### config.mk
export PLATFORM = sky130hd
export DESIGN_NAME = hsv_frame_color_classifier_top
export DESIGN_NICKNAME = d
export VERILOG_FILES = /design/src/hw/rtl/hfcc_pkg.sv /design/src/hw/rtl/hsv_frame_color_classifier_top.sv /design/src/hw/rtl/hfcc_front.sv /design/src/hw/rtl/hfcc_fifo.sv /design/src/hw/rtl/hfcc_div.sv /design/src/hw/rtl/hfcc_back.sv
export SDC_FILE = /design/constraint.sdc
export NUM_CORES = 1
export LEC_CHECK = 0
export ABC_AREA = 0
export BUFFER_PORTS_ARGS = -buffer_cell sky130_fd_sc_hd__buf_2
export CORE_MARGIN = 3
export CORE_UTILIZATION = 65
export CTS_CLUSTER_DIAMETER = 30
export DETAILED_ROUTE_END_ITERATION = 16
export PLACE_DENSITY_LB_ADDON = 0.2
export SLEW_MARGIN = 10
export SYNTH_ARGS = -nofsm -noshare
export SYNTH_HDL_FRONTEND = slang
export SYNTH_SLANG_ARGS = --single-unit
### constraint.sdc
create_clock -name clk -period 9.6 [get_ports clk]
set_clock_uncertainty 0.1 [all_clocks]
set_input_delay 0 -clock clk [delete_from_list [all_inputs] [get_ports clk]]
set_output_delay 0 -clock clk [all_outputs]
set_load 0.005 [all_outputs]
### src/hw/rtl/hfcc_pkg.sv
// ----------------------------------------------------------------------------
// hfcc_pkg
// Shared types and constants of the HSV frame colour classifier.
// ----------------------------------------------------------------------------
package hfcc_pkg;

  // register indexes on the configuration port
  localparam logic [2:0] REG_RED_LOW_HUE_MAX  = 3'd0;
  localparam logic [2:0] REG_RED_HIGH_HUE_MIN = 3'd1;
  localparam logic [2:0] REG_RED_SAT_MIN      = 3'd2;
  localparam logic [2:0] REG_RED_VAL_MIN      = 3'd3;
  localparam logic [2:0] REG_GREEN_HUE_MIN    = 3'd4;
  localparam logic [2:0] REG_GREEN_HUE_MAX    = 3'd5;

  // frame class codes
  localparam logic [1:0] CLASS_RED   = 2'd0;
  localparam logic [1:0] CLASS_GREEN = 2'd1;
  localparam logic [1:0] CLASS_OTHER = 2'd2;

  // reciprocal divider geometry: numerators 2*K*4096 + x, denominators 2*x
  localparam int DIV_NUM_W = 21;
  localparam int DIV_DEN_W = 9;
  localparam logic [20:0] SAT_NUM_BASE = 21'd2088960;  // 2*255*4096
  localparam logic [20:0] HUE_NUM_BASE = 21'd245760;   // 2*30*4096

  // hue wrap and upper hue limit
  localparam logic signed [17:0] HUE_WRAP = 18'sd180;

  typedef struct packed {
    logic [7:0] red_low_hue_max;
    logic [7:0] red_high_hue_min;
    logic [7:0] red_sat_min;
    logic [7:0] red_val_min;
    logic [7:0] green_hue_min;
    logic [7:0] green_hue_max;
  } cfg_t;

  // pre-division pixel terms handed from front to back
  typedef struct packed {
    logic [7:0]  v;      // max channel
    logic [7:0]  d;      // max minus min
    logic [11:0] h6;     // signed sextant hue term
    logic        last;   // frame end mark
  } entry_t;

endpackage

### src/hw/rtl/hsv_frame_color_classifier_top.sv
// ----------------------------------------------------------------------------
// hsv_frame_color_classifier_top
// Converts BGR pixels to HSV and classifies each frame as red, green or other.
// ----------------------------------------------------------------------------
// channel  direction  handshake              payload
// pixel    in         in_valid / in_ready    blue_level, green_level,
//                                            red_level, frame_end
// result   out        out_valid / out_ready  color_class
// config   in         cfg_we                 cfg_index, cfg_data
//
// each pixel holds the back end from issue in IDLE through DIV, while the two
// restoring reciprocal dividers run side by side, to multiply and class states;
// the front stage and a QUEUE_DEPTH queue keep taking pixels while back works
// reset is synchronous and active high; thresholds return to their defaults
// a pending result holds only a later frame end, not the pixels before it
// ----------------------------------------------------------------------------
module hsv_frame_color_classifier_top #(
  parameter int QUEUE_DEPTH = 4
) (
  input  logic       clk,
  input  logic       rst,
  input  logic       in_valid,
  output logic       in_ready,
  input  logic [7:0] blue_level,
  input  logic [7:0] green_level,
  input  logic [7:0] red_level,
  input  logic       frame_end,
  output logic       out_valid,
  input  logic       out_ready,
  output logic [1:0] color_class,
  input  logic       cfg_we,
  input  logic [2:0] cfg_index,
  input  logic [7:0] cfg_data
);

  hfcc_pkg::cfg_t   cfg;
  hfcc_pkg::entry_t f_entry;
  hfcc_pkg::entry_t b_entry;
  logic             f_valid;
  logic             f_ready;
  logic             b_valid;
  logic             b_ready;

  // threshold registers
  always_ff @(posedge clk) begin
    if (rst) begin
      cfg.red_low_hue_max  <= 8'd10;
      cfg.red_high_hue_min <= 8'd170;
      cfg.red_sat_min      <= 8'd120;
      cfg.red_val_min      <= 8'd70;
      cfg.green_hue_min    <= 8'd36;
      cfg.green_hue_max    <= 8'd86;
    end else if (cfg_we) begin
      case (cfg_index)
        hfcc_pkg::REG_RED_LOW_HUE_MAX:  cfg.red_low_hue_max  <= cfg_data;
        hfcc_pkg::REG_RED_HIGH_HUE_MIN: cfg.red_high_hue_min <= cfg_data;
        hfcc_pkg::REG_RED_SAT_MIN:      cfg.red_sat_min      <= cfg_data;
        hfcc_pkg::REG_RED_VAL_MIN:      cfg.red_val_min      <= cfg_data;
        hfcc_pkg::REG_GREEN_HUE_MIN:    cfg.green_hue_min    <= cfg_data;
        hfcc_pkg::REG_GREEN_HUE_MAX:    cfg.green_hue_max    <= cfg_data;
        default: ;
      endcase
    end
  end

  // pixel intake
  hfcc_front u_front (
    .clk         (clk),
    .rst         (rst),
    .in_valid    (in_valid),
    .in_ready    (in_ready),
    .blue_level  (blue_level),
    .green_level (green_level),
    .red_level   (red_level),
    .frame_end   (frame_end),
    .q_valid     (f_valid),
    .q_ready     (f_ready),
    .q_entry     (f_entry)
  );

  // decoupling queue
  hfcc_fifo #(
    .DEPTH (QUEUE_DEPTH)
  ) u_fifo (
    .clk      (clk),
    .rst      (rst),
    .wr_valid (f_valid),
    .wr_ready (f_ready),
    .wr_entry (f_entry),
    .rd_valid (b_valid),
    .rd_ready (b_ready),
    .rd_entry (b_entry)
  );

  // conversion and frame classification
  hfcc_back u_back (
    .clk         (clk),
    .rst         (rst),
    .cfg         (cfg),
    .q_valid     (b_valid),
    .q_ready     (b_ready),
    .q_entry     (b_entry),
    .out_valid   (out_valid),
    .out_ready   (out_ready),
    .color_class (color_class)
  );

endmodule

### src/hw/rtl/hfcc_front.sv
// ----------------------------------------------------------------------------
// hfcc_front
// Pixel intake: max, min, chroma and sextant hue term, one register stage.
// ----------------------------------------------------------------------------
module hfcc_front (
  input  logic            clk,
  input  logic            rst,
  input  logic            in_valid,
  output logic            in_ready,
  input  logic [7:0]      blue_level,
  input  logic [7:0]      green_level,
  input  logic [7:0]      red_level,
  input  logic            frame_end,
  output logic            q_valid,
  input  logic            q_ready,
  output hfcc_pkg::entry_t q_entry
);

  logic [7:0]        vmax;
  logic [7:0]        vmin;
  logic [7:0]        chroma;
  logic signed [11:0] sb;
  logic signed [11:0] sg;
  logic signed [11:0] sr;
  logic signed [11:0] h6;
  logic              full;
  hfcc_pkg::entry_t  ent;

  // max and min of the three channels
  always_comb begin
    vmax = blue_level;
    if (green_level > vmax) vmax = green_level;
    if (red_level > vmax) vmax = red_level;
    vmin = blue_level;
    if (green_level < vmin) vmin = green_level;
    if (red_level < vmin) vmin = red_level;
  end

  assign chroma = vmax - vmin;
  assign sb = $signed({4'b0, blue_level});
  assign sg = $signed({4'b0, green_level});
  assign sr = $signed({4'b0, red_level});

  // sextant term, red first, then green
  always_comb begin
    if (vmax == red_level) begin
      h6 = sg - sb;
    end else if (vmax == green_level) begin
      h6 = sb - sr + $signed({3'b0, chroma, 1'b0});
    end else begin
      h6 = sr - sg + $signed({2'b0, chroma, 2'b0});
    end
  end

  assign in_ready = !full || q_ready;

  // output stage register
  always_ff @(posedge clk) begin
    if (rst) begin
      full <= 1'b0;
    end else if (in_valid && in_ready) begin
      full <= 1'b1;
    end else if (q_ready) begin
      full <= 1'b0;
    end
  end

  always_ff @(posedge clk) begin
    if (in_valid && in_ready) begin
      ent.v    <= vmax;
      ent.d    <= chroma;
      ent.h6   <= h6;
      ent.last <= frame_end;
    end
  end

  assign q_valid = full;
  assign q_entry = ent;

endmodule

### src/hw/rtl/hfcc_fifo.sv
// ----------------------------------------------------------------------------
// hfcc_fifo
// Small queue of pixel terms between front and back.
// ----------------------------------------------------------------------------
module hfcc_fifo #(
  parameter int DEPTH = 4
) (
  input  logic             clk,
  input  logic             rst,
  input  logic             wr_valid,
  output logic             wr_ready,
  input  hfcc_pkg::entry_t wr_entry,
  output logic             rd_valid,
  input  logic             rd_ready,
  output hfcc_pkg::entry_t rd_entry
);

  localparam int AW = (DEPTH > 1) ? $clog2(DEPTH) : 1;
  localparam int CW = $clog2(DEPTH + 1);
  localparam logic [AW-1:0] LAST_PTR = AW'(DEPTH - 1);
  localparam logic [CW-1:0] FULL_CNT = CW'(DEPTH);

  hfcc_pkg::entry_t slots [DEPTH];
  logic [AW-1:0] wr_ptr;
  logic [AW-1:0] rd_ptr;
  logic [CW-1:0] count;
  logic          push;
  logic          pop;

  assign wr_ready = (count != FULL_CNT);
  assign rd_valid = (count != '0);
  assign push     = wr_valid && wr_ready;
  assign pop      = rd_valid && rd_ready;
  assign rd_entry = slots[rd_ptr];

  // pointers and fill count
  always_ff @(posedge clk) begin
    if (rst) begin
      wr_ptr <= '0;
      rd_ptr <= '0;
      count  <= '0;
    end else begin
      if (push) wr_ptr <= (wr_ptr == LAST_PTR) ? '0 : wr_ptr + 1'b1;
      if (pop) rd_ptr <= (rd_ptr == LAST_PTR) ? '0 : rd_ptr + 1'b1;
      if (push && !pop) begin
        count <= count + 1'b1;
      end else if (pop && !push) begin
        count <= count - 1'b1;
      end
    end
  end

  // storage
  always_ff @(posedge clk) begin
    if (push) slots[wr_ptr] <= wr_entry;
  end

`ifndef NO_ASSERTIONS
  a_fill_bound: assert property (@(posedge clk) disable iff (rst)
    count <= FULL_CNT)
    else $error("queue fill count beyond depth");

  a_fill_step: assert property (@(posedge clk) disable iff (rst)
    (push && !pop) |=> count == $past(count) + 1'b1)
    else $error("queue fill count missed a write");
`endif

endmodule

### src/hw/rtl/hfcc_div.sv
// ----------------------------------------------------------------------------
// hfcc_div
// Restoring divider, one quotient bit per cycle.
// ----------------------------------------------------------------------------
module hfcc_div #(
  parameter int NUM_W = 21,
  parameter int DEN_W = 9
) (
  input  logic             clk,
  input  logic             rst,
  input  logic             start,
  input  logic [NUM_W-1:0] num,
  input  logic [DEN_W-1:0] den,
  output logic             busy,
  output logic [NUM_W-1:0] quot
);

  localparam int KW = $clog2(NUM_W + 1);

  logic [NUM_W-1:0] num_sh;
  logic [DEN_W-1:0] den_r;
  logic [DEN_W-1:0] rem;
  logic [KW-1:0]    steps;
  logic [DEN_W:0]   rem_sh;
  logic [DEN_W:0]   diff;
  logic             fits;

  // one trial subtraction
  assign rem_sh = {rem, num_sh[NUM_W-1]};
  assign diff   = rem_sh - {1'b0, den_r};
  assign fits   = (rem_sh >= {1'b0, den_r});

  always_ff @(posedge clk) begin
    if (rst) begin
      steps <= '0;
    end else if (start) begin
      steps <= KW'(NUM_W);
    end else if (steps != '0) begin
      steps <= steps - 1'b1;
    end
  end

  // quotient bits shift in where numerator bits leave
  always_ff @(posedge clk) begin
    if (start) begin
      num_sh <= num;
      den_r  <= den;
      rem    <= '0;
    end else if (steps != '0) begin
      num_sh <= {num_sh[NUM_W-2:0], fits};
      rem    <= fits ? diff[DEN_W-1:0] : rem_sh[DEN_W-1:0];
    end
  end

  assign busy = (steps != '0);
  assign quot = num_sh;

endmodule

### src/hw/rtl/hfcc_back.sv
// ----------------------------------------------------------------------------
// hfcc_back
// Per-pixel saturation and hue, band tests, sticky frame flags and result.
// ----------------------------------------------------------------------------
module hfcc_back (
  input  logic             clk,
  input  logic             rst,
  input  hfcc_pkg::cfg_t   cfg,
  input  logic             q_valid,
  output logic             q_ready,
  input  hfcc_pkg::entry_t q_entry,
  output logic             out_valid,
  input  logic             out_ready,
  output logic [1:0]       color_class
);

  typedef enum logic [3:0] {
    ST_IDLE  = 4'b0001,
    ST_DIV   = 4'b0010,
    ST_MUL   = 4'b0100,
    ST_CLASS = 4'b1000
  } state_t;

  state_t state;
  state_t state_next;

  hfcc_pkg::entry_t ent;
  logic                          div_start;
  logic                          s_busy;
  logic                          h_busy;
  logic [hfcc_pkg::DIV_NUM_W-1:0] s_quot;
  logic [hfcc_pkg::DIV_NUM_W-1:0] h_quot;
  logic [19:0]                   sdiv;
  logic [16:0]                   hdiv;
  logic [27:0]                   s_prod;
  logic signed [29:0]            h_prod;
  logic [27:0]                   s_sum;
  logic [15:0]                   sat;
  logic signed [29:0]            h_sum;
  logic signed [17:0]            h_raw;
  logic signed [17:0]            hue;
  logic                          sv_ok;
  logic                          is_red;
  logic                          is_green;
  logic                          commit;
  logic                          all_red;
  logic                          all_green;

  assign q_ready   = (state == ST_IDLE);
  assign div_start = (state == ST_IDLE) && q_valid;

  // saturation reciprocal: round(255*4096 / v)
  hfcc_div #(
    .NUM_W (hfcc_pkg::DIV_NUM_W),
    .DEN_W (hfcc_pkg::DIV_DEN_W)
  ) u_sat_div (
    .clk   (clk),
    .rst   (rst),
    .start (div_start),
    .num   (hfcc_pkg::SAT_NUM_BASE + {13'b0, q_entry.v}),
    .den   ({q_entry.v, 1'b0}),
    .busy  (s_busy),
    .quot  (s_quot)
  );

  // hue reciprocal: round(30*4096 / d)
  hfcc_div #(
    .NUM_W (hfcc_pkg::DIV_NUM_W),
    .DEN_W (hfcc_pkg::DIV_DEN_W)
  ) u_hue_div (
    .clk   (clk),
    .rst   (rst),
    .start (div_start),
    .num   (hfcc_pkg::HUE_NUM_BASE + {13'b0, q_entry.d}),
    .den   ({q_entry.d, 1'b0}),
    .busy  (h_busy),
    .quot  (h_quot)
  );

  // zero max or zero chroma gives a zero reciprocal
  assign sdiv = (ent.v == 8'd0) ? 20'd0 : s_quot[19:0];
  assign hdiv = (ent.d == 8'd0) ? 17'd0 : h_quot[16:0];

  // rounding and hue wrap
  assign s_sum = s_prod + 28'd2048;
  assign sat   = s_sum[27:12];
  assign h_sum = h_prod + 30'sd2048;
  assign h_raw = h_sum[29:12];
  assign hue   = (h_raw < 0) ? h_raw + hfcc_pkg::HUE_WRAP : h_raw;

  // band tests
  assign sv_ok = (sat >= {8'b0, cfg.red_sat_min}) && (ent.v >= cfg.red_val_min);
  assign is_red = sv_ok &&
                  ((hue <= $signed({10'b0, cfg.red_low_hue_max})) ||
                   ((hue >= $signed({10'b0, cfg.red_high_hue_min})) &&
                    (hue <= hfcc_pkg::HUE_WRAP)));
  assign is_green = (hue >= $signed({10'b0, cfg.green_hue_min})) &&
                    (hue <= $signed({10'b0, cfg.green_hue_max}));

  // a frame end waits for a free result register
  assign commit = (state == ST_CLASS) && (!ent.last || !out_valid || out_ready);

  // sequencer
  always_comb begin
    state_next = state;
    case (state)
      ST_IDLE:  if (q_valid) state_next = ST_DIV;
      ST_DIV:   if (!s_busy && !h_busy) state_next = ST_MUL;
      ST_MUL:   state_next = ST_CLASS;
      ST_CLASS: if (commit) state_next = ST_IDLE;
      default:  state_next = ST_IDLE;
    endcase
  end

  always_ff @(posedge clk) begin
    if (rst) begin
      state <= ST_IDLE;
    end else begin
      state <= state_next;
    end
  end

  // pixel terms and products
  always_ff @(posedge clk) begin
    if (div_start) ent <= q_entry;
    if (state == ST_MUL) begin
      s_prod <= 28'(ent.d) * 28'(sdiv);
      h_prod <= $signed({{18{ent.h6[11]}}, ent.h6}) * $signed({13'b0, hdiv});
    end
  end

  // sticky flags and result register; a new frame end refills it as the old one leaves
  always_ff @(posedge clk) begin
    if (rst) begin
      all_red   <= 1'b1;
      all_green <= 1'b1;
      out_valid <= 1'b0;
    end else begin
      if (commit && ent.last) begin
        out_valid <= 1'b1;
      end else if (out_ready) begin
        out_valid <= 1'b0;
      end
      if (commit) begin
        if (ent.last) begin
          all_red   <= 1'b1;
          all_green <= 1'b1;
        end else begin
          all_red   <= all_red && is_red;
          all_green <= all_green && is_green;
        end
      end
    end
  end

  always_ff @(posedge clk) begin
    if (commit && ent.last) begin
      if (all_red && is_red) begin
        color_class <= hfcc_pkg::CLASS_RED;
      end else if (all_green && is_green) begin
        color_class <= hfcc_pkg::CLASS_GREEN;
      end else begin
        color_class <= hfcc_pkg::CLASS_OTHER;
      end
    end
  end

`ifndef NO_ASSERTIONS
  a_div_done: assert property (@(posedge clk) disable iff (rst)
    (state == ST_MUL) |-> (!s_busy && !h_busy))
    else $error("products taken before the dividers finished");

  a_result_src: assert property (@(posedge clk) disable iff (rst)
    $rose(out_valid) |-> $past(commit && ent.last))
    else $error("result raised without a frame end");

  a_rearm: assert property (@(posedge clk) disable iff (rst)
    (commit && ent.last) |=> (all_red && all_green))
    else $error("frame flags not rearmed after frame end");
`endif

endmodule
# Word-level counts from Yosys, hierarchy flattened
# Memories as Yosys holds them, arrays and structs flattened. A register that Yosys moved wholly into a read port is not among the register bits.
# Cells that the tools add are included.
[word_totals]
register_bits = 251
ramBits = 116
out_inout_bits = 4
wordCells = 168
mem_count = 1
[mem_list]
columns = ["name", "words", "word_bits", "read_ports", "rd_ports_with_merged_regs", "wr", "line_no", "rtl"]
rows = [
  ["u_fifo.slots", 4, 29, 1, 1, 1, "hfcc_fifo.sv:23", "hfcc_pkg::entry_t slots [DEPTH];"],
]
[op_classes]
n_addsub = 19
multipliers = 2
order_cmp = 14
eq_ne = 17
muxes = 38
n_reduce_logical = 44
[op_table]
columns = ["operator", "n"]
rows = [
  ["$mux W21", 4],
  ["$ge A18 B9 Y1", 2],
  ["$le A18 B9 Y1", 2],
  ["$mux W8", 4],
  ["$add A30 B13 Y30 const B", 1],
  ["$mul A12 B18 Y30", 1],
  ["$add A28 B12 Y28 const B", 1],
  ["$mul A8 B20 Y28", 1],
  ["$sub A8 B8 Y9", 3],
  ["$mux W12", 2],
  ["$ge A10 B9 Y1", 2],
  ["$mux W20", 1],
  ["$mux W5", 4],
  ["$add A18 B8 Y19 const A", 1],
  ["$add A18 B9 Y18 const B", 1],
  ["$le A18 B9 Y1 const B", 1],
  ["$lt A18 B1 Y1 const B", 1],
  ["$mux W18", 1],
  ["$mux W9", 2],
  ["$sub A9 B9 Y9", 2],
  ["$mux W17", 1],
  ["$eq A8 B8 Y1", 2],
  ["$ge A16 B8 Y1", 1],
  ["$gt A8 B8 Y1", 2],
  ["other kinds (36)", 91],
]

# Longest topological paths before layout
# Gate-level depths: netlist of the first run.
[logic_depth]
depth_word = 9
depth_mapped = 34
ltp_nobuf = 32

# Modules after synthesis
# From an unflattened synthesis of the first run, not the netlist that was laid out.
[hier_totals]
hier_cells = 3099
hier_area_um2 = 32006.9
[modules_own_cells]
columns = ["mod", "instances", "cells_per_inst", "area_each_um2", "seq_area_each_um2"]
rows = [
  ["hfcc_back", 1, 1780, 16062.9, 2152.1],
  ["hfcc_front", 1, 561, 4849.7, 890.9],
  ["hfcc_fifo", 1, 199, 4654.5, 3663.5],
  ["hfcc_div", 2, 189, 2258.4, 1181.1],
  ["hsv_frame_color_classifier_top", 1, 181, 1923.1, 960.9],
]

# Worst setup path after synthesis of the first run
# No wires, ideal clock.
[synth_path]
path_type = "register -> register"
startpoint = "register u_back.ent[14] in the netlist's numbering"
endpoint = "register u_back.h_prod[29], data pin"
t_arrival_ns = 6.511
setup_slack_ns = 2.729
stages_incl_launch_ff = 30
period_less_slack_ns = 6.871
path_cell_list = "edfxtp_1 > nor4_1 > nand2_1 > clkbuf_1 > clkbuf_1 > clkbuf_1 > nand3_1 > fa_1 > inv_1 > ha_1 > inv_1 > fa_1 > fa_1 > fa_1 > inv_1 > ha_1 > a21o_1 > a21o_1 > a21o_1 > a21o_1 > a21oi_1 > nor2b_1 > o31ai_1 > a2111oi_0 > nor3_1 > o31ai_1 > o41ai_1 > o21bai_1 > a21oi_1 > xnor2_1"
[synth_between]
elab_chain_len = 3
[synth_rtl]
columns = ["element", "line_no", "rtl"]
rows = [
  ["start: declaration", "hfcc_back.sv:27", "hfcc_pkg::entry_t ent;"],
  ["start signal: assignment", "hfcc_back.sv:125", "if (div_start) ent <= q_entry;"],
  ["$logic_not A8 Y1", "hfcc_back.sv:82", "assign hdiv = (ent.d == 8'd0) ? 17'd0 : h_quot[16:0];"],
  ["$mux W17", "hfcc_back.sv:82", ""],
  ["$mul A12 B18 Y30", "hfcc_back.sv:128", "h_prod <= $signed({{18{ent.h6[11]}}, ent.h6}) * $signed({13'b0, hdiv});"],
  ["end signal: assignment", "hfcc_back.sv:128", ""],
  ["end: declaration", "hfcc_back.sv:36", "logic signed [29:0] h_prod;"],
]
# No other way between the ends.
# A chain may end at the register's enable or synchronous reset.

# Worst setup path in the final report of the first run
# Ends and elaborated chain as after synthesis.

==> key figures, run 1 <==
Timing
  – Count of final setup violators: 0
  – Headroom to the max-slew limit: 24.6%
  – Final worst path period need: 8.13 ns
  – Final period util: 84.7%
  – RSZ-0062 raised after global routing: no
  – Setup TNS: 0 ns
  – Final Max Tran Viols: 0
  – Hold Vio Cnt, Final: 0
  – Peak Freq: 123 MHz
  – Worst Tran Pin Value: 1.13 ns

Routing
  – DRC violations left: 0
  – Total iterations of the first detailed-routing run: 6
  – Initial DRC Count: 1581
  – Final WL: 71400 um
  – Vias per inst: 6.01
  – Remaining antenna violation count: 0
  – Via count: 22000
  – Routed wire per std cell: 19.5 um

Critical path
  – Critical path's slowest cell: fa_1
  – Crit. End Element: flip-flop
  – Worst Reg-to-Reg Cells: 30
  – Worst Path Max Fanout: 92
  – CP Launch Type: flip-flop
  – R2r setup slk: 1.47 ns
  – Worst r2r src: u_back.ent[14]
  – R2r endpoint: u_back.h_prod[29]
  – CP Class: flip-flop to flip-flop
  – Arr. time, crit path: 8.39 ns
  – Required time at the worst-slack endpoint: 9.85 ns
  – Most used cell along the critical path: a21o_1
  – Max stage delay on crit path: 0.57 ns

CTS
  – Clk Latency, worst-skew pair: 0.61 ns
  – Longest Clk Path Bufs: 3
  – Clock sink total: 347
  – Post-CTS sizing: 0
  – H-tree Lvls: 3
  – Root buf cell: clkbuf_16
  – CTS Buf Count: 68
  – Clock slew at reported path FFs: 0.05 ns
  – CTS tree: yes

Place
  – GPL Wtd Cong: 0.973
  – Hpwl dp: 50000 um
  – IO buf count: 44
  – DP Area: 0.0303 mm2

Flow run
  – # Max-Cap Violations: 0

Synth
  – Post-Syn Area: 0.0295 mm2
  – Register area share after synthesis: 32.1%
  – Area contributors post-synth: edfxtp_1 26%, fa_1 18%, ha_1 11%, dfxtp_1 6.3%, nand2_1 5.2%
  – Ys flop type: edfxtp_1
  – Largest family of logic cells by synthesized area: adder cells
  – Post-synthesis adder-cell area fraction: 29.0%
  – Post-synth EDFFs: 254
  – Post-Syn Instances: 2951
  – Syn. warnings: 0
  – Register bit total from synthesis: 347
  – FFs w/ async S/R, synth: 0%
  – Post-synth top area share: 25.8%
  – Post-synthesis compound-gate area fraction: 8.73%
  – Simple-Gate Fraction of Synth Area: 16.5%
  – Synth Area per Inst: 10.0 um2
  – Cell taking the most area after synthesis: edfxtp_1
  – Xor and xnor area share after synthesis: 4.02%
  – Yosys cell types: 86
  – Syn_nets: 3518
  – Fraction of synthesized area in multiplexers: 3.16%

Die
  – Core Area: 0.0445 mm2
  – DIE AREA: 0.0480 mm2
  – Die width: 219 um
  – Die height: 219 um
  – Initial Util: 66.4%
  – Io pins: 45
  – Row Count: 77

Global routing
  – Grt ovf: 0
  – Antenna violations before repair: 0
  – Total track usage: 30.9%
  – Largest net degree at the start of global routing: 93
  – Number of global-route vias before repair: 23000
  – First-pass GRT wire length: 118000 um

Hold path
  – Hold endpoint: u_front.q_entry[0]
  – Hold Crit Depth: 2
  – Min-delay src: frame_end
  – Worst hold path type: primary input to flip-flop

Final layout
  – # fillers: 2927
  – # diodes: 0
  – Layout cells sized above 1: 8.44%
  – Fin nets: 3581
  – Area grow syn2layout: 12.2%
  – Cell area after layout: 0.0331 mm2

Run status
  – Outcome: finished, final reports clean
==> cell type report <==
cell class                 instances  area, um2  area share [%]
tap                              592        741            2.24
inverter                         399       1500            4.52
clock buffer                      75       1760            5.31
clock inverter                    48        728            2.20
multi-input combinational       2098      18200            54.9
sequential                       347       9490            28.7
timing repair buffer             100        731            2.21
==> layer usage <==
layer	wire length [um]	vias up	global-route usage, %
li1	-	10000	-
met1	28600	10900	39.9
met5	0	-	0
met4	2560	0	12.2
met2	35300	893	52.5
met3	4930	206	4.87
==> cells in the final DEF, fill, tap and decap left out, types with 13 or more instances in the layout <==
cell,synthesis,final
ha_1,262,262
a211oi_1,22,22
clkbuf_16,0,68
buf_4,0,20
nor2b_1,42,42
nand4_1,16,16
xnor2_1,83,83
nand2b_1,59,59
edfxtp_1,254,254
nand3b_1,13,13
nand2_1,407,406
o21ai_0,65,65
nor2_1,132,132
and2_1,111,110
a21o_1,42,42
nor3_1,35,34
buf_2,1,44
dlygate4sd3_1,0,36
mux4_2,30,30
dfxtp_1,93,91
nand3_1,47,47
mux2i_1,20,20
and3_1,84,84
xor2_1,45,45
fa_1,264,264
a211o_1,13,13
a21oi_1,131,128
inv_1,399,398
==> synth_stat cells, drive strengths merged (14+ instances only) <==
cell type,instances
fa,264
and3,85
xor2,46
nand4,16
a31oi,14
nand2,407
mux4,30
mux2i,20
nor3,35
and2,112
clkbuf,93
nor2,134
buf,14
a21oi,135
ha,262
nand2b,59
a21o,42
inv,399
nand3,47
xnor2,84
edfxtp,254
nor2b,42
dfxtp,93
a211oi,23
o21ai,73
==> state kept, by name, indices dropped and copies added, names as in the netlist, 8 cells and up, named ones only <==
register,flops
u_back.u_hue_div.quot,21
u_back.u_sat_div.rem,9
u_back.u_sat_div.quot,21
u_front.q_entry,29
cfg,48
u_back.s_prod,17
u_back.u_hue_div.rem,9
u_fifo.slots,116
u_back.ent,21
u_back.u_sat_div.den_r,8
u_back.h_prod,19
==> what timing repair did <==
action,4_1_cts,5_1_grt
hold buffers,36,0
setup buffers,0,0
endpoints found under the hold margin,102,0
==> worst max-delay path: cells and delay by family, from the launching register on <==
family / cells / cell delay [ns]
flip-flops: 1 / 0.45
AO/OA/AOI/OAI: 12 / 2.90
adder cells (fa/ha/maj): 6 / 2.44
AND/OR/NAND/NOR: 7 / 1.23
XOR/XNOR: 1 / 0.08
buffers and inverters: 4 / 0.64
==> worst max-delay path by stage <==
stage / start / to / slack, ns / cells after the start
final: u_back.ent[14] / u_back.h_prod[29] / 1.47 / 30
after global routing: u_back.ent[14] / u_back.h_prod[29] / 0.82 / 30
after CTS: u_back.ent[14] / u_back.h_prod[29] / 1.52 / 28
after detailed placement: u_back.ent[14] / u_back.h_prod[29] / 1.57 / 28
after global placement: u_back.ent[14] / u_back.h_prod[29] / 1.77 / 28
after floorplan: u_back.ent[14] / u_back.h_prod[29] / 2.73 / 29
==> kinds of logic after synthesis <==
group                      Yosys count
AOI/OAI and AO/OA                  386
xor gates and xnor gates           131
adders and majority gates          527
buffers and inverters              506
DFF                                347
muxes                               55
and+or+nand+nor                    999
==> stage by stage <==
step,util (%),hold WS [ns],worst slack [ns],instances
2_1_floorplan,-,-0.00113,2.73,2951
3_3_place_gp,68.0,0.113,1.77,3500
6_report,74.4,0.0678,1.47,3659
3_5_place_dp,68.0,0.108,1.57,3500
5_1_grt,74.4,0.0587,0.824,3659
4_1_cts,74.4,0.0371,1.52,3659
Power of run 1 is not shown: default switching activity piles up to over one toggle a cycle in this logic, so the estimate is an artifact.
==> run 2, diff against run 1 <==
--- a/config.mk
+++ b/config.mk
@@ -5,7 +5,7 @@
 export SDC_FILE = /design/constraint.sdc
 export NUM_CORES = 1
 export LEC_CHECK = 0
-export ABC_AREA = 0
+export ABC_AREA = 1
 export BUFFER_PORTS_ARGS = -buffer_cell sky130_fd_sc_hd__buf_2
 export CORE_MARGIN = 3
 export CORE_UTILIZATION = 65
==> constraint.sdc (replaced) <==
create_clock -name clk -period 8 [get_ports clk]
set_clock_uncertainty 0.1 [all_clocks]
set_input_delay 0 -clock clk [delete_from_list [all_inputs] [get_ports clk]]
set_output_delay 0 -clock clk [all_outputs]
set_load 0.005 [all_outputs]
==> run 2 against run 1 <==
Compared with the run above:
- cell area up 1.4%
- fmax up 10%
- critical path depth up 5
- register-to-register slack got worse by 0.85 ns
- first-iteration DRC count is 20% higher
- clock-buffer cell count grew 10
- via count increased by 7.7%
- hold slack worse by 0.016 ns
- sequential share of layout area decreased by 0.40 points
- routed wire length grew 4.8%
- synthesized cell count grew 14%
==> key figures, run 2 <==
Run status
  – Outcome: finished, final reports clean

Place
  – Post-place setup slack: 0.545 ns (-1.02 ns)
  – IO buf count: 44 (unchanged)
  – GPL Wtd Cong: 0.952 (-2.2%)
  – Hpwl dp: 56500 um (+13%)
  – DP Area: 0.0307 mm2 (+1.3%)

Global routing
  – Number of global-route vias before repair: 24200 (+5.5%)
  – Antenna violations before repair: 4 (+4)
  – Total track usage: 32.1% (+1.2 points)
  – Grt ovf: 0 (unchanged)
  – Largest net degree at the start of global routing: 60 (-35%)
  – First-pass GRT wire length: 122000 um (+3.4%)

Critical path
  – Worst Path Max Fanout: 17 (-82%)
  – Arr. time, crit path: 7.60 ns (-0.79 ns)
  – CP Class: flip-flop to flip-flop
  – Required time at the worst-slack endpoint: 8.22 ns (-1.63 ns)
  – Most used cell along the critical path: inv_1
  – Crit path buffers/inverters: 10 (+6)
  – Crit. End Element: flip-flop
  – CP Launch Type: flip-flop
  – Crit path max-delay family: adder cells
  – Max stage delay on crit path: 0.54 ns (-0.03 ns)
  – Critical path's slowest cell: fa_1

CTS
  – Clock sink total: 347 (unchanged)
  – Setup Buffers After CTS: 0 (unchanged)
  – CTS Buf Count: 72 (+5.9%)
  – CTS tree: yes
  – Clk Latency, worst-skew pair: 0.59 ns (-0.02 ns)
  – Clock slew at reported path FFs: 0.05 ns (about the same)
  – Root buf cell: clkbuf_16
  – Longest Clk Path Bufs: 3 (unchanged)
  – H-tree Lvls: 3 (unchanged)

Routing
  – Routed wire per std cell: 18.0 um (-8.0%)
  – Final WL: 74800 um (+4.8%)
  – DRC violations left: 0 (unchanged)
  – Total iterations of the first detailed-routing run: 6 (unchanged)
  – Remaining antenna violation count: 0 (unchanged)
  – Via count: 23700 (+7.7%)
  – Vias per inst: 5.68 (-5.5%)
  – Initial DRC Count: 1890 (+20%)

Final layout
  – # fillers: 3210 (+9.7%)
  – Largest register by flop count: u_fifo.slots
  – Cell area after layout: 0.0336 mm2 (+1.4%)
  – Commonest non-fill, non-tap cell in the layout: inv_1
  – Layout cells sized above 1: 8.56% (+0.12 points)
  – Fin nets: 4084 (+14%)
  – Max reg flops: 116 (unchanged)
  – Area grow syn2layout: 13.7%
  – Commonest non-fill, non-tap cells in the layout: 659 x inv_1, 579 x nand2_1, 366 x nor2_1

Hold path
  – Worst hold path type: primary input to flip-flop

Die
  – Initial Util: 66.4% (about the same)
  – Die height: 219 um (about the same)
  – Die width: 219 um (about the same)
  – Io pins: 45 (unchanged)
  – Core Area: 0.0445 mm2 (unchanged)
  – DIE AREA: 0.0480 mm2 (about the same)
  – Row Count: 77 (unchanged)

Timing
  – Headroom to the max-slew limit: 26.4% (+1.8 points)
  – Count of final setup violators: 0 (unchanged)
  – Final hold slack: 0.0519 ns (-0.0159 ns)
  – Setup TNS: 0 ns (unchanged)
  – Hold Vio Cnt, Final: 0 (unchanged)
  – Final Max Tran Viols: 0 (unchanged)
  – RSZ-0062 raised after global routing: no
  – Final period util: 92.2% (+7.5 points)
  – Peak Freq: 136 MHz (+10%)
  – Worst Tran Pin Value: 1.10 ns (-0.0286 ns)
  – Worst setup margin: 0.621 ns (-0.846 ns)
  – Final worst path period need: 7.38 ns (-0.754 ns)

Synth
  – Synth cell count leaders: 659 x inv_1, 579 x nand2_1, 371 x nor2_1
  – Syn. warnings: 0 (unchanged)
  – Most common cell in the netlist: inv_1
  – Ys flop type: edfxtp_1
  – Area contributors post-synth: edfxtp_1 26%, fa_1 18%, ha_1 11%, inv_1 8.4%, nand2_1 7.4%
  – Post-Syn Area: 0.0295 mm2 (about the same)
  – Post-synth top area share: 25.8% (about the same)
  – Register bit total from synthesis: 347 (unchanged)
  – Post-synth EDFFs: 254 (unchanged)
  – Synth Area per Inst: 8.76 um2 (-12%)
  – FFs w/ async S/R, synth: 0% (unchanged)
  – Cell taking the most area after synthesis: edfxtp_1
  – Post-Syn Instances: 3371 (+14%)
  – Register area share after synthesis: 32.1% (about the same)
  – Syn_nets: 3938 (+12%)
  – Yosys cell types: 60 (-30%)

Flow run
  – # Max-Cap Violations: 0 (unchanged)
run 2: cell count changes after synthesis, moves of 59 or more:
| cell | change |
|---|---|
| nand2_1 | +172 |
| and2_1 | -110 |
| nand2b_1 | -59 |
| nor2_1 | +239 |
| inv_1 | +260 |
| o21ai_0 | +123 |
| and3_1 | -84 |
run 2: final cells by class:
class	count	area, um2	share of cell area, %
Sequential cell	347	9490	28.3
Antenna cell	2	5.00	0.0149
Multi-Input combinational cell	2281	17300	51.4
Clock buffer	85	1900	5.66
Inverter	671	2520	7.50
Timing Repair Buffer	144	1080	3.21
Tap cell	592	741	2.21
Clock inverter	45	589	1.75
run 2: final timing paths:
kind | cells after the start | end | slack (ns) | startpoint
max | 35 | u_back.h_prod[27] | 0.62 | u_back.ent[18]
min | 5 | u_front.q_entry[2] | 0.05 | green_level[1]
max reg2reg | 35 | u_back.h_prod[27] | 0.62 | u_back.ent[18]
min reg2reg | 2 | cfg[9] | 0.36 | cfg[9]
run 2: what timing repair did:
action,CTS,global route
hold buffers,41,0
endpoints found under the setup margin,0,2
endpoints found under the hold margin,70,0
resized for setup,0,2
run 2: metrics by stage:
step,cells,utilization (%)
2_1_floorplan,3371,-
3_3_place_gp,3994,68.9
3_5_place_dp,3994,68.9
4_1_cts,4165,75.4
5_1_grt,4167,75.5
6_report,4167,75.5
run 2: worst register-to-register path: cells and delay by family, from the launching register on:
family	cells	cell delay (ns)
xor+xnor	1	0.14
simple gates	9	0.87
compound gates	9	1.84
flops	1	0.38
buf+inv	10	0.96
fa+ha+maj	6	2.84
run 2: cells by family after synthesis:
family,after synthesis,share of synthesized area (%)
simple gates,1162,16.8
buf+inv,743,9.54
fa+ha+maj,526,29.0
compound gates,481,9.26
flops,347,32.1
xor+xnor,112,3.35
run 2: metal layers:
layer	up-vias	global-route usage [%]	wire length, um
met5	-	0	26
met4	4	11.3	2340
li1	11100	-	-
met3	190	5.33	5540
met2	956	54.3	36200
met1	11400	42.0	30800
Power of run 2 is left out for the same reason.
==> run 3, diff against run 2 <==
==> constraint.sdc (replaced) <==
create_clock -name clk -period 7.2 [get_ports clk]
set_clock_uncertainty 0.1 [all_clocks]
set_input_delay 0 -clock clk [delete_from_list [all_inputs] [get_ports clk]]
set_output_delay 0 -clock clk [all_outputs]
set_load 0.005 [all_outputs]
==> run 3 against run 2 <==
Compared with the run above:
- first-iteration DRC count fell by 3.4%
- fmax up 7.1%
- global-route usage up 0.60 points
- setup slack worse by 0.31 ns
- via count is 0.79% higher
- die area unchanged
- hold slack got worse by 0.020 ns
- clock-buffer cell count increased by 3
==> key figures, run 3 (synthesis gave the netlist of run 2 again) <==
Place
  – Hpwl dp: 55700 um (-1.5%)
  – IO buf count: 44 (unchanged)
  – Post-place setup slack: -0.311 ns (-0.857 ns)
  – GPL Wtd Cong: 0.963 (+1.1%)
  – DP Area: 0.0309 mm2 (+0.63%)

Timing
  – Final Max Tran Viols: 0 (unchanged)
  – Count of final setup violators: 0 (unchanged)
  – Worst Tran Pin Value: 1.14 ns (+0.0358 ns)
  – Final worst path period need: 6.89 ns (-0.488 ns)
  – Worst setup margin: 0.308 ns (-0.312 ns)
  – Hold Vio Cnt, Final: 0 (unchanged)
  – Headroom to the max-slew limit: 24.1% (-2.4 points)
  – Final period util: 95.7% (+3.5 points)
  – Peak Freq: 145 MHz (+7.1%)

Critical path
  – Worst Reg-to-Reg Cells: 35 (unchanged)
  – R2r setup slk: 0.31 ns (-0.31 ns)
  – CP Launch Type: flip-flop
  – Arr. time, crit path: 7.16 ns (-0.44 ns)
  – Required time at the worst-slack endpoint: 7.46 ns (-0.76 ns)
  – Worst Path Max Fanout: 11 (-6)
  – Crit. End Element: flip-flop
  – CP Class: flip-flop to flip-flop
  – Worst r2r src: u_back.ent[18]
  – R2r endpoint: u_back.h_prod[27]
  – Critical path's slowest cell: fa_1
  – Max stage delay on crit path: 0.55 ns (about the same)
  – Most used cell along the critical path: inv_1

Final layout
  – Commonest non-fill, non-tap cells in the layout: 659 x inv_1, 579 x nand2_1, 364 x nor2_1
  – Area grow syn2layout: 15.2%
  – Largest register by flop count: u_fifo.slots
  – Commonest non-fill, non-tap cell in the layout: inv_1
  – Fin nets: 4117 (+0.81%)
  – Max reg flops: 116 (unchanged)
  – Cell area after layout: 0.0340 mm2 (+1.4%)
  – Layout cells sized above 1: 9.92% (+1.4 points)

Global routing
  – Total track usage: 32.7% (+0.60 points)
  – Largest net degree at the start of global routing: 60 (unchanged)
  – Grt ovf: 0 (unchanged)
  – First-pass GRT wire length: 124000 um (+2.2%)
  – Number of global-route vias before repair: 24900 (+2.9%)
  – Antenna violations before repair: 1 (-3)

Die
  – Die width: 219 um (unchanged)
  – Io pins: 45 (unchanged)
  – Initial Util: 66.4% (unchanged)
  – Core Area: 0.0445 mm2 (unchanged)
  – DIE AREA: 0.0480 mm2 (unchanged)
  – Die height: 219 um (unchanged)
  – Row Count: 77 (unchanged)

Flow run
  – # Max-Cap Violations: 0 (unchanged)

Routing
  – Final WL: 75800 um (+1.3%)
  – Initial DRC Count: 1825 (-3.4%)
  – WL met1: 30700 um (about the same)
  – Max Used Layer: met4
  – Routed wl met3: 5510 um (-0.54%)
  – Routed wire per std cell: 18.0 um (+0.47%)
  – Via count: 23900 (+0.79%)
  – Vias per inst: 5.68 (about the same)
  – DR WL met2: 36600 um (+1.3%)
  – DRC violations left: 0 (unchanged)
  – Total iterations of the first detailed-routing run: 8 (+2)
  – Remaining antenna violation count: 0 (unchanged)

CTS
  – Clock sink total: 347 (unchanged)
  – Clk Latency, worst-skew pair: 0.61 ns (+0.02 ns)
  – CTS tree: yes
  – H-tree Lvls: 3 (unchanged)
  – Clock slew at reported path FFs: 0.05 ns (about the same)
  – Longest Clk Path Bufs: 3 (unchanged)
  – CTS Buf Count: 73 (+1.4%)
  – Root buf cell: clkbuf_16

Hold path
  – Hold Crit Depth: 5 (unchanged)
  – Worst hold path type: primary input to flip-flop
  – Hold endpoint: u_front.q_entry[2]
  – Min-delay src: green_level[1]

Run status
  – Outcome: finished, final reports clean
## run 3: changes by cell type in the layout (fill, tap and decap cells not counted), sizes merged, moves of 2 or more
| cell | delta |
|---|---|
| clkinv | -7 |
| bufinv | -2 |
| clkinvlp | +2 |
| inv | +7 |
| clkbuf | +3 |
| buf | +31 |
## run 3: worst max-delay path by stage
stage | cells after the start | to | from
2_1_floorplan | 36 | u_back.h_prod[27] | u_back.ent[18]
3_3_place_gp | 34 | u_back.h_prod[27] | u_back.ent[18]
3_5_place_dp | 34 | u_back.h_prod[27] | u_back.ent[19]
4_1_cts | 35 | u_back.h_prod[27] | u_back.ent[14]
5_1_grt | 34 | u_back.h_prod[27] | u_back.ent[18]
6_report | 35 | u_back.h_prod[27] | u_back.ent[18]
## run 3: routing by layer
metal,vias to the layer above,track usage (%)
li1,11200,-
met1,11500,41.3
met3,208,6.18
met5,-,0
met4,0,13.6
met2,951,55.5
## run 3: final cells by class
class / instances / area, um2
Antenna cell: 1 / 2.50
Clock buffer: 88 / 2000
Clock inverter: 45 / 637
Fill cell: 3056 / 10500
Inverter: 671 / 2520
Multi-Input combinational cell: 2281 / 17300
Sequential cell: 347 / 9490
Tap cell: 592 / 741
Timing Repair Buffer: 176 / 1330
## run 3: worst max-delay path: cells and delay by family (launching register included)
family          cells  cell delay [ns]
buf+inv            10             0.83
fa+ha+maj           6             2.84
flops               1             0.39
simple gates        9             0.81
compound gates      9             1.55
xor+xnor            1             0.14
## run 3: timing repair
item	in CTS	in global routing
pin swaps	1	4
endpoints found under the setup margin	8	9
gates cloned	0	0
hold endpoints to repair	70	0
hold buffers	42	0
resized for setup	1	13
setup buffers	3	3
## run 3: through the flow
step	setup TNS, ns	hold WS, ns	cells	utilization [%]
2_1_floorplan	0	-0.00113	3371	-
3_3_place_gp	-0.158	0.103	4019	69.4
3_5_place_dp	-0.860	0.104	4019	69.4
4_1_cts	0	0.0125	4197	76.3
5_1_grt	-0.130	0.0373	4200	76.5
6_report	0	0.0321	4201	76.5
Power of run 3 is left out for the same reason.
